--- config.mk ---
export PLATFORM = sky130hd
export DESIGN_NAME = pwba_front
export DESIGN_NICKNAME = d
export VERILOG_FILES = /design/src/hdl/pwba_pkg.sv /design/src/hdl/pwba_front.sv
export SDC_FILE = /design/constraint.sdc
export NUM_CORES = 1
export LEC_CHECK = 0
export BUFFER_PORTS_ARGS = -buffer_cell sky130_fd_sc_hd__buf_2
export CAP_MARGIN = 20
export CORE_UTILIZATION = 52
export CTS_CLUSTER_SIZE = 25
export DETAILED_ROUTE_END_ITERATION = 10
export GPL_TIMING_DRIVEN = 1
export MAX_ROUTING_LAYER = met4
export PLACE_DENSITY = 0.77
export SLEW_MARGIN = 20
export SYNTH_ARGS = -nofsm -noshare
export SYNTH_HDL_FRONTEND = slang
export SYNTH_SLANG_ARGS = --single-unit
--- constraint.sdc ---
create_clock -name clk -period 4.55 [get_ports clk]
set_input_delay 0.91 -clock clk [delete_from_list [all_inputs] [get_ports clk]]
set_output_delay 0.91 -clock clk [all_outputs]
set_load 0.005 [all_outputs]
--- src/hdl/pwba_pkg.sv ---
// Shared types and constants for the proof-of-work block checker.
// SHA-256 round constants, initial hash values and the queued item type.
// No dependencies.
package pwba_pkg;

  localparam int unsigned CfgW = 9;

  typedef struct packed {
    logic        first;
    logic        last;
    logic        valid;
    logic [7:0]  data;
    logic [63:0] nonce;
  } item_t;

  typedef logic [7:0][31:0] hvec_t;

  localparam hvec_t InitH = {
    32'h5be0cd19, 32'h1f83d9ab, 32'h9b05688c, 32'h510e527f,
    32'ha54ff53a, 32'h3c6ef372, 32'hbb67ae85, 32'h6a09e667
  };

  function automatic logic [31:0] round_k(input logic [5:0] i);
    logic [31:0] k;
    case (i)
      6'd0: k = 32'h428a2f98; 6'd1: k = 32'h71374491; 6'd2: k = 32'hb5c0fbcf;
      6'd3: k = 32'he9b5dba5; 6'd4: k = 32'h3956c25b; 6'd5: k = 32'h59f111f1;
      6'd6: k = 32'h923f82a4; 6'd7: k = 32'hab1c5ed5; 6'd8: k = 32'hd807aa98;
      6'd9: k = 32'h12835b01; 6'd10: k = 32'h243185be; 6'd11: k = 32'h550c7dc3;
      6'd12: k = 32'h72be5d74; 6'd13: k = 32'h80deb1fe; 6'd14: k = 32'h9bdc06a7;
      6'd15: k = 32'hc19bf174; 6'd16: k = 32'he49b69c1; 6'd17: k = 32'hefbe4786;
      6'd18: k = 32'h0fc19dc6; 6'd19: k = 32'h240ca1cc; 6'd20: k = 32'h2de92c6f;
      6'd21: k = 32'h4a7484aa; 6'd22: k = 32'h5cb0a9dc; 6'd23: k = 32'h76f988da;
      6'd24: k = 32'h983e5152; 6'd25: k = 32'ha831c66d; 6'd26: k = 32'hb00327c8;
      6'd27: k = 32'hbf597fc7; 6'd28: k = 32'hc6e00bf3; 6'd29: k = 32'hd5a79147;
      6'd30: k = 32'h06ca6351; 6'd31: k = 32'h14292967; 6'd32: k = 32'h27b70a85;
      6'd33: k = 32'h2e1b2138; 6'd34: k = 32'h4d2c6dfc; 6'd35: k = 32'h53380d13;
      6'd36: k = 32'h650a7354; 6'd37: k = 32'h766a0abb; 6'd38: k = 32'h81c2c92e;
      6'd39: k = 32'h92722c85; 6'd40: k = 32'ha2bfe8a1; 6'd41: k = 32'ha81a664b;
      6'd42: k = 32'hc24b8b70; 6'd43: k = 32'hc76c51a3; 6'd44: k = 32'hd192e819;
      6'd45: k = 32'hd6990624; 6'd46: k = 32'hf40e3585; 6'd47: k = 32'h106aa070;
      6'd48: k = 32'h19a4c116; 6'd49: k = 32'h1e376c08; 6'd50: k = 32'h2748774c;
      6'd51: k = 32'h34b0bcb5; 6'd52: k = 32'h391c0cb3; 6'd53: k = 32'h4ed8aa4a;
      6'd54: k = 32'h5b9cca4f; 6'd55: k = 32'h682e6ff3; 6'd56: k = 32'h748f82ee;
      6'd57: k = 32'h78a5636f; 6'd58: k = 32'h84c87814; 6'd59: k = 32'h8cc70208;
      6'd60: k = 32'h90befffa; 6'd61: k = 32'ha4506ceb; 6'd62: k = 32'hbef9a3f7;
      default: k = 32'hc67178f2;
    endcase
    return k;
  endfunction

endpackage

--- src/hdl/pwba_front.sv ---
// Front end: accepts input beats, marks the first beat of each block and
// queues them for the hashing back end. Uses pwba_pkg.
module pwba_front (
  input  logic                clk,
  input  logic                rst,
  input  logic                s_tvalid,
  output logic                s_tready,
  input  logic [71:0]         s_tdata,   // nonce[63:0], payload_byte[71:64]
  input  logic                s_tuser,   // byte_valid
  input  logic                s_tlast,
  output logic                head_valid,
  output pwba_pkg::item_t     head,
  input  logic                pop
);
  import pwba_pkg::*;

  localparam int unsigned Depth = 4;

  item_t       q [Depth];
  logic [1:0]  wptr, rptr;
  logic [2:0]  count;
  logic        in_block;
  logic        push;

  assign s_tready   = (count != 3'(Depth));
  assign push       = s_tvalid && s_tready;
  assign head_valid = (count != 3'd0);
  assign head       = q[rptr];

  always_ff @(posedge clk) begin
    if (push) begin
      q[wptr] <= '{first: !in_block, last: s_tlast, valid: s_tuser,
                   data: s_tdata[71:64], nonce: s_tdata[63:0]};
    end
    if (rst) begin
      wptr     <= '0;
      rptr     <= '0;
      count    <= '0;
      in_block <= 1'b0;
    end else begin
      if (push) begin
        wptr     <= wptr + 2'd1;
        in_block <= !s_tlast;
      end
      if (pop) rptr <= rptr + 2'd1;
      count <= count + 3'(push) - 3'(pop);
    end
  end

endmodule

==> flow_summary.ini <==
[yosys]
synth_top_family_by_area = multiplexers
ys.flop_type = edfxtp_1
syn_area_per_cell_um2 = 25.5
synthesis.nets = 529
yosysSeqAreaShare_pct = 81.4
synth.distinct_cells = 22
netlist_instances = 444
async_flop_share_pct = 0
synth_enable_flop_cells = 300
synth_area_mm2 = 0.0113
synth-compound-area-share_pct = 0.0995
synth.ff_latch_count = 310
synth_fa_ha_area_share_pct = 0.840
synthSimpleGateAreaFrac_pct = 0.940
synth.area.mux_share_pct = 15.2
synth_xor_xnor_area_share_pct = 0.232
ys_warn_count = 0

[clock_network]
clk-insertion-delay-late_ns = 0.55
clock_sinks = 310
cts_tree = done
clk_pin_slew_ns = 0.06
root_buffer = clkbuf_16
ctsResizeCount = 0
postCtsHoldBufs = 0
cts_made_buffers = 30
clock_path_buffers = 3
cts_setup_buffers = 0
htree_levels = 1

[layout]
seqCellArea_mm2 = 0.00922
multi_input_area_mm2 = 0.00197
filler_cell_count = 1389
diodes = 0
nNetsFinal = 708
drive_gt1_share_pct = 45.4
area_delta_synth_final_pct = 18.5
final_area_mm2 = 0.0134

[routing]
num_vias = 5145
ant_nets = 0
drc_errors = 0
wl_per_cell_um = 21.8
routed_wl_mm = 20.1
drt_iter0_drc = 358
dr.pass1.iters = 5
vias_per_cell = 5.59

[die]
core-area_mm2 = 0.0212
initial_core_util_pct = 53.5
die_y_um = 150
rows = 53
die_area_mm2 = 0.0224
ios = 155
die_x_um = 150

[status]
status = finished clean

[sta]
clock.fmax_ghz = 0.299
rsz0062_at_grt = false
relSlewSlack_pct = 38.6
min_period_over_period_pct = 73.5
tns_ns = 0
timing.final.ws_setup_ns = 1.21
hold_viol = 0
setup_viol = 0
holdWs_ns = 0.530
finalMaxSlewViolations = 0
tightest_slew_ns = 0.921
fin_worst_skew_ns = 0.0308
fin_crit_ns = 3.34

[placed_design]
port_buffers = 154
dp.final_hpwl_mm = 12.0
gp_congestion = 0.768
placed_cell_area_mm2 = 0.0124
dp_slack_ns = 1.65

[global_routing]
grt_pass1_vias = 5623
grtUsageTotal_pct = 19.3
overflow = 0
grt_antenna_before_repair = 0
grt_start_max_net_pins = 76
grt_pass1_wl_mm = 31.5

[power_and_ir_drop]
p_leak_nw = 4.53
finalPower_mw = 6.79
ir_drop_uv = 368
p_per_area_mw_per_mm2 = 507

[critical_path]
cp-start-kind = flip-flop
cp.arrival_ns = 2.43
worst_r2r_endpoint = count[2]
path_class = reg -> out
crit_fanout = 23
rr_worst_depth = 11
reg2reg_from = count[1]
critPathCapture = head[58]
ff2ff_setup_slack_ns = 2.15
required_ns = 3.64
cp-end-kind = primary output

[worst_hold_path]
min_path_type = reg -> reg

[job]
max-cap-violations = 0
## routing by layer
layer  routed length (µm)  global-route usage, %  share of wire, %  vias to the layer above
met5                    0                      -                 0                        -
met4                  293                   4.03               1.5                        0
met3                 1270                   3.63               6.3                       29
met2                10100                   30.9                50                      190
met1                 8480                   26.1                42                     2686
li1                     -                      -                 -                     2240
## kinds of logic after synthesis
family | Yosys count
adder cells (fa/ha/maj) | 7
flip-flops | 310
AND/OR/NAND/NOR | 22
multiplexers | 78
buffers and inverters | 23
XOR/XNOR | 3
AO/OA/AOI/OAI | 1
## power breakdown
part,switching [mW],internal [mW],total (mW)
logic,0.439,0.400,0.839
registers,0.102,3.47,3.57
clock network,0.997,1.39,2.39
## cell type report
cell class,count,area share (%)
clock buffers,41,6.21
clock inverters,14,0.971
inverters,6,0.168
multi-input cells,111,14.7
flip-flops and latches,310,68.7
well taps,275,2.57
repair buffers,164,6.64
## state kept, by name, indices dropped and copies added (netlist names), named ones only
| register | flops |
|---|---|
| in_block | 1 |
| wptr | 2 |
| rptr | 2 |
| q | 300 |
| count | 3 |
## cell usage after synthesis (3+ instances only)
library cell,n,area share [%]
buf_6,6,0.60
inv_1,6,0.20
dfxtp_1,10,1.8
buf_2,6,0.27
nor2_1,10,0.33
ha_1,6,0.66
and2_1,5,0.28
edfxtp_1,300,80
mux4_2,75,15
clkbuf_1,3,0.10
## critical path, stage by stage (launching register included)
cell	delay, ns
dfxtp_4	0.67
buf_4	0.46
mux4_2	0.58
buf_2	0.15
## placed cells by master, fill, tap and decap left out, types with 2 or more instances in the layout
cell / netlist / final
clkinv_2: 0 / 7
buf_2: 6 / 154
mux4_2: 75 / 75
nor2_1: 10 / 10
and2_4: 0 / 4
buf_12: 0 / 2
buf_4: 2 / 7
nand2b_1: 2 / 2
clkbuf_1: 3 / 7
clkbuf_16: 0 / 30
inv_1: 6 / 6
dfxtp_1: 10 / 8
xor2_1: 2 / 2
nand2_1: 2 / 2
bufinv_16: 0 / 2
clkinv_1: 0 / 3
mux2_2: 2 / 2
dfxtp_4: 0 / 2
ha_1: 6 / 6
edfxtp_1: 300 / 300
clkbuf_8: 0 / 4
## stage by stage
stage,instances,utilization (%)
finish,921,63.4
global route,921,63.4
CTS,919,63.2
detailed placement,864,58.6
global placement,864,58.6
floorplan,444,-
## worst min-delay path by stage
stage                      to        from  cells after the start  slack [ns]
global route          q[0][3]  s_tdata[3]                      1        0.55
floorplan            q[0][74]    in_block                      1        0.48
global placement      wptr[1]     wptr[1]                      2        0.49
CTS                   wptr[1]     wptr[1]                      2        0.53
detailed placement  flip-flop     rptr[1]                      2        0.52
finish                wptr[1]     wptr[1]                      2        0.53
Note: power is estimated with default switching activity, not from simulation.
